$ cat src/sv/lhr_pkg.sv
`timescale 1ns / 1ps
`default_nettype none

package lhr_pkg;

  // Default geometry of the history store
  localparam int DEPTH_DEF    = 8;
  localparam int LINE_LEN_DEF = 32;

  // Largest character count a read can report
  localparam int COUNT_MAX = 31;

  // Entries in the command queue between front and back end
  localparam int QUEUE_DEPTH = 2;

  localparam logic [7:0] NUL_BYTE = 8'h00;

  // Request kinds
  typedef enum logic [1:0] {
    OP_WRITE = 2'd0,
    OP_READ  = 2'd1,
    OP_NEWER = 2'd2,
    OP_OLDER = 2'd3
  } op_e;

  typedef struct packed {
    logic [1:0] kind;
    logic [7:0] data_char;
    logic [5:0] read_limit;
  } in_item_t;

  typedef struct packed {
    logic [7:0] out_char;
    logic [4:0] count;
    logic       ok;
    logic       last;
  } out_item_t;

  // Classified request as handed to the back end
  typedef struct packed {
    op_e        op;
    logic [7:0] ch;
    logic [4:0] maxc;
  } cmd_t;

endpackage

`default_nettype wire

$ cat src/sv/lhr_front.sv
`timescale 1ns / 1ps
`default_nettype none

module lhr_front #(
  parameter int LINE_LEN = lhr_pkg::LINE_LEN_DEF
) (
  input  wire               clk_i,
  input  wire               rst_ni,
  input  wire               in_valid_i,
  output logic              in_ready_o,
  input  lhr_pkg::in_item_t in_item_i,
  output logic              cmd_valid_o,
  input  wire               cmd_ready_i,
  output lhr_pkg::cmd_t     cmd_o
);

  // Read length cap: the line holds at most LINE_LEN-1 characters
  localparam int CAP = (LINE_LEN - 1 < lhr_pkg::COUNT_MAX) ? LINE_LEN - 1
                                                             : lhr_pkg::COUNT_MAX;

  logic          vld_q;
  lhr_pkg::cmd_t cmd_q, cmd_d;
  logic [5:0]    lim_m1;

  // Classify the request and clamp the read length
  always_comb begin
    lim_m1 = (in_item_i.read_limit == 6'd0) ? 6'd0 : in_item_i.read_limit - 6'd1;
    cmd_d.op = lhr_pkg::op_e'(in_item_i.kind);
    cmd_d.ch = in_item_i.data_char;
    if (lim_m1 > 6'(CAP)) begin
      cmd_d.maxc = 5'(CAP);
    end else begin
      cmd_d.maxc = lim_m1[4:0];
    end
  end

  assign in_ready_o  = !vld_q || cmd_ready_i;
  assign cmd_valid_o = vld_q;
  assign cmd_o       = cmd_q;

  // Control: one staged request
  always_ff @(posedge clk_i or negedge rst_ni) begin
    if (!rst_ni) begin
      vld_q <= 1'b0;
    end else if (in_valid_i && in_ready_o) begin
      vld_q <= 1'b1;
    end else if (cmd_ready_i) begin
      vld_q <= 1'b0;
    end
  end

  // Payload
  always_ff @(posedge clk_i) begin
    if (in_valid_i && in_ready_o) begin
      cmd_q <= cmd_d;
    end
  end

endmodule

`default_nettype wire

$ cat src/sv/lhr_cmd_queue.sv
`timescale 1ns / 1ps
`default_nettype none

module lhr_cmd_queue (
  input  wire           clk_i,
  input  wire           rst_ni,
  input  wire           push_valid_i,
  output logic          push_ready_o,
  input  lhr_pkg::cmd_t push_cmd_i,
  output logic          pop_valid_o,
  input  wire           pop_ready_i,
  output lhr_pkg::cmd_t pop_cmd_o
);

  localparam int PW = (lhr_pkg::QUEUE_DEPTH > 1) ? $clog2(lhr_pkg::QUEUE_DEPTH) : 1;

  lhr_pkg::cmd_t    entry_q [lhr_pkg::QUEUE_DEPTH];
  logic [PW-1:0]    wr_ptr_q, rd_ptr_q;
  logic [PW:0]      cnt_q;
  logic             push, pop;

  assign push_ready_o = (cnt_q != (PW+1)'(lhr_pkg::QUEUE_DEPTH));
  assign pop_valid_o  = (cnt_q != '0);
  assign pop_cmd_o    = entry_q[rd_ptr_q];
  assign push         = push_valid_i && push_ready_o;
  assign pop          = pop_valid_o && pop_ready_i;

  function automatic logic [PW-1:0] ptr_inc(input logic [PW-1:0] p);
    ptr_inc = (p == PW'(lhr_pkg::QUEUE_DEPTH - 1)) ? '0 : p + PW'(1);
  endfunction

  // Pointers and fill count
  always_ff @(posedge clk_i or negedge rst_ni) begin
    if (!rst_ni) begin
      wr_ptr_q <= '0;
      rd_ptr_q <= '0;
      cnt_q    <= '0;
    end else begin
      if (push) begin
        wr_ptr_q <= ptr_inc(wr_ptr_q);
      end
      if (pop) begin
        rd_ptr_q <= ptr_inc(rd_ptr_q);
      end
      if (push && !pop) begin
        cnt_q <= cnt_q + (PW+1)'(1);
      end else if (pop && !push) begin
        cnt_q <= cnt_q - (PW+1)'(1);
      end
    end
  end

  // Entry storage
  always_ff @(posedge clk_i) begin
    if (push) begin
      entry_q[wr_ptr_q] <= push_cmd_i;
    end
  end

endmodule

`default_nettype wire

$ cat src/sv/lhr_back.sv
`timescale 1ns / 1ps
`default_nettype none

module lhr_back #(
  parameter int DEPTH    = lhr_pkg::DEPTH_DEF,
  parameter int LINE_LEN = lhr_pkg::LINE_LEN_DEF
) (
  input  wire                clk_i,
  input  wire                rst_ni,
  input  wire                cmd_valid_i,
  output logic               cmd_ready_o,
  input  lhr_pkg::cmd_t      cmd_i,
  output logic               out_valid_o,
  input  wire                out_ready_i,
  output lhr_pkg::out_item_t out_item_o
);

  localparam int RW = $clog2(DEPTH);
  localparam int CW = $clog2(LINE_LEN);
  localparam int AW = RW + CW;

  localparam logic [2:0] S_IDLE = 3'd0;
  localparam logic [2:0] S_TERM = 3'd1;
  localparam logic [2:0] S_READ = 3'd2;
  localparam logic [2:0] S_OLD  = 3'd3;
  localparam logic [2:0] S_RESP = 3'd4;

  // Line store: row = slot, column = byte offset
  logic [7:0]       mem [1 << AW];
  logic [7:0]       rd_data_q;
  logic             rd_vld_q;
  logic [DEPTH-1:0] row_valid_q, row_valid_d;

  logic [2:0]    state_q, state_d;
  logic [RW-1:0] newest_q, newest_d, view_q, view_d, prev_q, prev_d;
  logic [CW-1:0] fill_q, fill_d;
  logic [4:0]    n_q, n_d, maxc_q, maxc_d;
  logic          ok_q, ok_d, pend_q, pend_d;
  logic          out_valid_q, out_valid_d;
  lhr_pkg::out_item_t out_q, out_d;

  logic          we;
  logic [AW-1:0] wa, ra;
  logic [7:0]    wd, byte_rd;
  logic          out_free;
  logic [RW-1:0] newest_nxt, view_nxt, view_prv;

  assign cmd_ready_o = (state_q == S_IDLE);
  assign out_valid_o = out_valid_q;
  assign out_item_o  = out_q;
  assign out_free    = !out_valid_q || out_ready_i;

  // Rows never written read as zero
  assign byte_rd = rd_vld_q ? rd_data_q : lhr_pkg::NUL_BYTE;
  assign ra      = (state_q == S_OLD) ? {prev_q, {CW{1'b0}}} : {view_q, CW'(n_q)};

  // Ring neighbors
  assign newest_nxt = (newest_q == RW'(DEPTH - 1)) ? '0 : newest_q + RW'(1);
  assign view_nxt   = (view_q == RW'(DEPTH - 1)) ? '0 : view_q + RW'(1);
  assign view_prv   = (view_q == '0) ? RW'(DEPTH - 1) : view_q - RW'(1);

  // Sequencer
  always_comb begin
    state_d     = state_q;
    newest_d    = newest_q;
    view_d      = view_q;
    prev_d      = prev_q;
    fill_d      = fill_q;
    n_d         = n_q;
    maxc_d      = maxc_q;
    ok_d        = ok_q;
    pend_d      = pend_q;
    row_valid_d = row_valid_q;
    out_valid_d = out_valid_q && !out_ready_i;
    out_d       = out_q;
    we          = 1'b0;
    wa          = {newest_q, fill_q};
    wd          = cmd_i.ch;

    unique case (state_q)
      S_IDLE: begin
        if (cmd_valid_i) begin
          unique case (cmd_i.op)
            lhr_pkg::OP_WRITE: begin
              if (cmd_i.ch != lhr_pkg::NUL_BYTE) begin
                if (fill_q < CW'(LINE_LEN - 1)) begin
                  we                    = 1'b1;
                  row_valid_d[newest_q] = 1'b1;
                  fill_d                = fill_q + CW'(1);
                  state_d               = S_TERM;
                end else begin
                  ok_d    = 1'b0;
                  state_d = S_RESP;
                end
              end else if (fill_q == '0) begin
                ok_d    = 1'b0;
                state_d = S_RESP;
              end else begin
                // line end: slot is already terminated by the last byte write
                fill_d   = '0;
                newest_d = newest_nxt;
                view_d   = newest_nxt;
                ok_d     = 1'b1;
                state_d  = S_RESP;
              end
            end
            lhr_pkg::OP_READ: begin
              n_d     = '0;
              maxc_d  = cmd_i.maxc;
              pend_d  = 1'b0;
              state_d = S_READ;
            end
            lhr_pkg::OP_NEWER: begin
              if (view_nxt != newest_q) begin
                view_d = view_nxt;
                ok_d   = 1'b1;
              end else begin
                ok_d   = 1'b0;
              end
              state_d = S_RESP;
            end
            lhr_pkg::OP_OLDER: begin
              prev_d  = view_prv;
              pend_d  = 1'b0;
              state_d = S_OLD;
            end
            default: state_d = S_IDLE;
          endcase
        end
      end
      S_TERM: begin
        // keep the partial line terminated
        we      = 1'b1;
        wd      = lhr_pkg::NUL_BYTE;
        ok_d    = 1'b0;
        state_d = S_RESP;
      end
      S_RESP: begin
        if (out_free) begin
          out_valid_d = 1'b1;
          out_d       = '{out_char: lhr_pkg::NUL_BYTE, count: 5'd0, ok: ok_q, last: 1'b1};
          state_d     = S_IDLE;
        end
      end
      S_READ: begin
        if (!pend_q) begin
          pend_d = 1'b1;
        end else if (n_q == maxc_q || byte_rd == lhr_pkg::NUL_BYTE) begin
          if (out_free) begin
            out_valid_d = 1'b1;
            out_d       = '{out_char: lhr_pkg::NUL_BYTE, count: n_q, ok: 1'b0, last: 1'b1};
            state_d     = S_IDLE;
          end
        end else if (out_free) begin
          out_valid_d = 1'b1;
          out_d       = '{out_char: byte_rd, count: 5'd0, ok: 1'b0, last: 1'b0};
          n_d         = n_q + 5'd1;
          pend_d      = 1'b0;
        end
      end
      S_OLD: begin
        if (!pend_q) begin
          pend_d = 1'b1;
        end else begin
          if (prev_q != newest_q && byte_rd != lhr_pkg::NUL_BYTE) begin
            view_d = prev_q;
            ok_d   = 1'b1;
          end else begin
            ok_d   = 1'b0;
          end
          state_d = S_RESP;
        end
      end
      default: state_d = S_IDLE;
    endcase
  end

  // Control registers
  always_ff @(posedge clk_i or negedge rst_ni) begin
    if (!rst_ni) begin
      state_q     <= S_IDLE;
      newest_q    <= '0;
      view_q      <= '0;
      fill_q      <= '0;
      row_valid_q <= '0;
      out_valid_q <= 1'b0;
      pend_q      <= 1'b0;
    end else begin
      state_q     <= state_d;
      newest_q    <= newest_d;
      view_q      <= view_d;
      fill_q      <= fill_d;
      row_valid_q <= row_valid_d;
      out_valid_q <= out_valid_d;
      pend_q      <= pend_d;
    end
  end

  // Working registers
  always_ff @(posedge clk_i) begin
    prev_q <= prev_d;
    n_q    <= n_d;
    maxc_q <= maxc_d;
    ok_q   <= ok_d;
    out_q  <= out_d;
  end

  // Memory: one write, one registered read per cycle
  always_ff @(posedge clk_i) begin
    if (we) begin
      mem[wa] <= wd;
    end
    rd_data_q <= mem[ra];
    rd_vld_q  <= row_valid_q[ra[AW-1:CW]];
  end

endmodule

`default_nettype wire

$ cat src/sv/line_history_ring_core.sv
// Command line history ring.
// Input channel (in_valid_i / in_ready_o / in_item_i) takes one request per handshake:
// kind 0 writes a byte of the line being typed (zero ends it), kind 1 reads the viewed
// line, kinds 2 and 3 move the view one slot newer or older.
// Output channel (out_valid_o / out_ready_i / out_item_o) returns the result items;
// the item that closes a request has last set.
// A request passes the front stage, the queue, the back-end sequencer and the output
// register before its first result leaves. In the back end a stored byte goes through
// the idle, terminate and response states; any other write or a newer step goes from
// idle straight to response; an older step fetches the first byte of the older slot
// before responding; a read fetches each character before emitting it, then closes
// with the count item, its pace set by the single registered read port of the line store.
// Requests wait in the front register and a two-entry queue, so the input keeps
// accepting up to three requests while the back end works or the output stalls; a
// stalled output holds its item and the sequencer waits with it.
// Reset empties the history at once: each slot has a valid bit, and a slot never
// written reads as an empty line. No clearing pass is needed.
`timescale 1ns / 1ps
`default_nettype none

module line_history_ring_core #(
  parameter int DEPTH    = lhr_pkg::DEPTH_DEF,
  parameter int LINE_LEN = lhr_pkg::LINE_LEN_DEF
) (
  input  wire                clk_i,
  input  wire                rst_ni,
  input  wire                in_valid_i,
  output logic               in_ready_o,
  input  lhr_pkg::in_item_t  in_item_i,
  output logic               out_valid_o,
  input  wire                out_ready_i,
  output lhr_pkg::out_item_t out_item_o
);

  logic          f_valid, f_ready, b_valid, b_ready;
  lhr_pkg::cmd_t f_cmd, b_cmd;

  lhr_front #(
    .LINE_LEN (LINE_LEN)
  ) u_front (
    .clk_i       (clk_i),
    .rst_ni      (rst_ni),
    .in_valid_i  (in_valid_i),
    .in_ready_o  (in_ready_o),
    .in_item_i   (in_item_i),
    .cmd_valid_o (f_valid),
    .cmd_ready_i (f_ready),
    .cmd_o       (f_cmd)
  );

  lhr_cmd_queue u_queue (
    .clk_i        (clk_i),
    .rst_ni       (rst_ni),
    .push_valid_i (f_valid),
    .push_ready_o (f_ready),
    .push_cmd_i   (f_cmd),
    .pop_valid_o  (b_valid),
    .pop_ready_i  (b_ready),
    .pop_cmd_o    (b_cmd)
  );

  lhr_back #(
    .DEPTH    (DEPTH),
    .LINE_LEN (LINE_LEN)
  ) u_back (
    .clk_i       (clk_i),
    .rst_ni      (rst_ni),
    .cmd_valid_i (b_valid),
    .cmd_ready_o (b_ready),
    .cmd_i       (b_cmd),
    .out_valid_o (out_valid_o),
    .out_ready_i (out_ready_i),
    .out_item_o  (out_item_o)
  );

endmodule

`default_nettype wire

$ cat config.mk
export PLATFORM = sky130hd
export DESIGN_NAME = line_history_ring_core
export DESIGN_NICKNAME = d
export VERILOG_FILES = /design/src/sv/lhr_pkg.sv /design/src/sv/lhr_front.sv /design/src/sv/lhr_cmd_queue.sv /design/src/sv/lhr_back.sv /design/src/sv/line_history_ring_core.sv
export SDC_FILE = /design/constraint.sdc
export NUM_CORES = 2
export LEC_CHECK = 0
export ABC_CLOCK_PERIOD_IN_PS = 10700
export BUFFER_PORTS_ARGS = -buffer_cell sky130_fd_sc_hd__buf_2
export CORE_MARGIN = 4
export CORE_UTILIZATION = 50
export CTS_CLUSTER_SIZE = 40
export DETAILED_ROUTE_END_ITERATION = 7
export MAX_ROUTING_LAYER = met4
export PLACE_DENSITY = 0.7
export SLEW_MARGIN = 20
export SYNTH_ARGS = -nofsm -noshare
export SYNTH_HDL_FRONTEND = slang
export SYNTH_SLANG_ARGS = --single-unit
$ cat constraint.sdc
create_clock -name clk_i -period 10.7 [get_ports clk_i]
set_input_delay 0.535 -clock clk_i [delete_from_list [all_inputs] [get_ports clk_i]]
set_output_delay 0.535 -clock clk_i [all_outputs]
set_load 0.02 [all_outputs]
==> results.sh <==
export IMPL_crit_required_ps=11390
export IMPL_layout_common_cells="2122 x edfxtp_1, 482 x mux2i_1, 331 x nor2_1"
export IMPL_clk_latency_ps=870
export IMPL_placed_cells=7459
export IMPL_ys_warn_count=0
export IMPL_status="finished, final reports clean"
export IMPL_drc=0
export IMPL_clk_path_buf_depth=3
export IMPL_syn_area_um2=87600
export IMPL_syn_nets=5431
export IMPL_final_hold_viol_count=0
export IMPL_die_w_um=427
export IMPL_path_buf_inv=4
export IMPL_synth_edf_count=2122
export IMPL_htreeDepth=4
export IMPL_place_congestion=0.929
export IMPL_hp_class="input pin to flop"
export IMPL_vias_per_cell=6.59
export IMPL_dpl_cell_area_um2=89900
export IMPL_p_clk_share_pct=27.3
export IMPL_dr_pass1_iters=6
export IMPL_cp_start_kind="flop"
export IMPL_p_per_area_nw_per_um2=279
export IMPL_start_util_pct=50.4
export IMPL_slew_violations=0
export IMPL_cp_data_arrival_time_ps=6750
export IMPL_ys_top_cells_by_area="edfxtp_1 73%, mux2i_1 5.5%, mux2_2 1.9%"
export IMPL_peakVddDrop_mv=0.591
export IMPL_layoutNonFillerInstCount=7871
export IMPL_hold_ws_ps=80.5
export IMPL_grt_max_degree=217
export IMPL_grt_pass1_vias=49511
export IMPL_tightest_slew_ps=1290
export IMPL_leakage_nw=31.3
export IMPL_cts_num_sinks=2160
export IMPL_cts_root_buf="clkbuf_16"
export IMPL_ant_nets=0
export IMPL_overflow=0
export IMPL_fin_skew_ps=61.9
export IMPL_final_area_um2=97000
export IMPL_dp_hpwl_um=139000
export IMPL_slew_headroom_pct=12.9
export IMPL_n_fill_cell=13164
export IMPL_fin_setup_tns_ps=0
export IMPL_synth_seq_area_share_pct=73.7
export IMPL_synth_main_ff_cell="edfxtp_1"
export IMPL_drt_iter0_drc=8181
export IMPL_track_usage_pct=27.3
export IMPL_slowest_delay_ps=1200
export IMPL_clk_pin_slew_ps=60
export IMPL_drive_gt1_share_pct=12.9
export IMPL_antenna_found_initial=5
export IMPL_ys_ff_latch=2160
export IMPL_r2r_end="u_back.rd_data_q[5]"
export IMPL_synth_avg_cell_area_um2=16.2
export IMPL_die_area_um2=182000
export IMPL_critPathKind="flop to flop"
export IMPL_swShare_pct=35.8
export IMPL_post_cts_buffers=0
export IMPL_drt_total_wl_um=246000
export IMPL_crit_fanout=161
export IMPL_r2r_cells=10
export IMPL_cap_violations=0
export IMPL_yosys_area_top_type_share_pct=72.7
export IMPL_endpoint_kind="flop"
export IMPL_portBuffers=36
export IMPL_num_rows=153
export IMPL_post_route_min_period_ps=6060
export IMPL_final_common_cell="edfxtp_1"
export IMPL_wire_per_inst_um=31.2
export IMPL_post_route_period_util_pct=56.7
export IMPL_setup_viol_count_final=0
export IMPL_synth_top_cell_by_area="edfxtp_1"
export IMPL_crit_family="buffers and inverters"
export IMPL_seq_area_um2=64600
export IMPL_power_share_sequential_pct=41.0
export IMPL_final_nets=5394
export IMPL_path_depth=10
export IMPL_async_flop_share_pct=1.34
export IMPL_areaGrowthSynthToFinish_pct=10.6
export IMPL_synthCells=5397
export IMPL_p_int_w=0.0174
export IMPL_grt_first_pass_wirelength_um=351000
export IMPL_cts_tree="yes"
export IMPL_coreArea_um2=174000
export IMPL_ff2ff_setup_slack_ps=4640
export IMPL_timing_rr_start="u_back.n_q[0]"
export IMPL_vias=51897
export IMPL_slowest_stage="o41ai_1"
export IMPL_p_sw_w=0.00967
export IMPL_critPathCapture="u_back.rd_data_q[5]"
export IMPL_critPathLaunch="u_back.n_q[0]"
export IMPL_power_frac_comb_pct=31.7
export IMPL_die_y_um=427
export IMPL_crit_chain="buf_12 -> buf_12 -> buf_4 -> mux2i_1 -> a221oi_1 -> a211oi_1 -> nor3_1 -> o41ai_1 -> buf_4 -> o2111ai_1"
export IMPL_fmax_mhz=165
export IMPL_grt_setup_unrepaired="no"
export IMPL_synth_cell_types=95
export IMPL_final_util_pct=55.7
export IMPL_multi_input_area_um2=21200
export IMPL_ios=37
export IMPL_cts_made_buffers=211
sequential cells by signal, summed over array words and instances (netlist names), 5 cells and up:
signal / count
u_back.n_q: 5
u_back.out_item_o: 15
u_back.fill_q: 5
u_back.row_valid_q: 8
u_back.mem: 2048
u_back.maxc_q: 5
u_back.rd_data_q: 8
u_front.cmd_o: 15
u_queue.entry_q: 30
worst min-delay path by stage:
stage / cells past startpoint / endpoint / from / slack [ps]
after CTS: 3 / u_back.out_valid_o / out_ready_i / 40
final: 3 / u_back.out_valid_o / out_ready_i / 80
after global routing: 3 / u_back.out_valid_o / out_ready_i / 90
after floorplan: 0 / u_back.fill_q[0] / rst_ni / 240
after detailed placement: 0 / u_queue.entry_q[1][6] / u_front.cmd_o[6] / 440
after global placement: 0 / u_queue.entry_q[0][4] / u_front.cmd_o[4] / 420
kinds of logic (layout without fill, tap and decap cells):
kind of cell             count (synthesis)  count (layout)  share of synthesized area, %
adder cells (fa/ha/maj)                 14              14                         0.200
flip-flops                            2160            2160                          73.7
AND/OR/NAND/NOR                        948             948                          5.11
buffers and inverters                  425             571                          2.37
AO/OA/AOI/OAI                         1154            1154                          9.87
XOR/XNOR                                24              24                         0.240
multiplexers                           672             672                          8.48
other                                    0               3                             0
per-stage QoR:
stage	setup WS, ps	total power, W
after floorplan	2260	0.0165
after CTS	5070	0.0269
after detailed placement	5130	0.0196
after global routing	4640	0.0278
final	4640	0.0270
after global placement	4850	0.0194
layer usage:
| layer | global-route usage [%] | part of all wire, % | vias to the layer above | wire length, um |
|---|---|---|---|---|
| met4 | 12.3 | 5.1 | 0 | 12600 |
| met5 | - | 0 | - | 0 |
| met3 | 6.23 | 12 | 608 | 29500 |
| li1 | - | - | 21554 | - |
| met1 | 37.1 | 38 | 26261 | 93200 |
| met2 | 39.6 | 45 | 3474 | 110000 |
Yosys cell counts, drive strengths merged, types with 9 or more instances:
master and count:
a2111oi 16, a211oi 195, a21boi 66, a21oi 218, a221o 48, a221oi 93, a22oi 10, a2bb2oi 9
a31oi 19, a32oi 12, a41oi 10, and2 65, and3 51, buf 254, clkbuf 144, dfrtp 29
dfxtp 9, edfxtp 2122, ha 14, inv 27, mux2 148, mux2i 483, mux4 41, nand2 204
nand2b 20, nand3 65, nand4 10, nor2 350, nor2b 56, nor3 95, nor4 14, o211ai 9
o21a 15, o21ai 124, o221a 20, o221ai 68, o22ai 23, o311a 73, o311ai 9, o32a 18
o41ai 28, xnor2 14, xor2 10
final cells by class:
class / instances / area share (%)
Antenna cell: 3 / 0.00774
Clock buffer: 266 / 5.81
Clock inverter: 130 / 1.30
Inverter: 27 / 0.112
Multi-Input combinational cell: 2812 / 21.8
Sequential cell: 2160 / 66.6
Tap cell: 2325 / 3.00
Timing Repair Buffer: 148 / 1.31
power by group through the flow:
stage	sequential, W	clock, W	combinational (W)
CTS	0.0111	0.00742	0.00835
global route	0.0111	0.00779	0.00887
floorplan	0.0116	0	0.00495
finish	0.0111	0.00738	0.00858
global placement	0.0112	0	0.00818
detailed placement	0.0113	0	0.00833
worst min-delay path, delay by kind of cell:
kind / cells / cell delay, ps
simple gates: 2 / 240
buf+inv: 1 / 90
timing repair:
item                                   4_1_cts  5_1_grt
gates resized for setup                      0        0
endpoints found under the hold margin       40        0
hold buffers                                12        0
(Power assumes the default switching activity.)
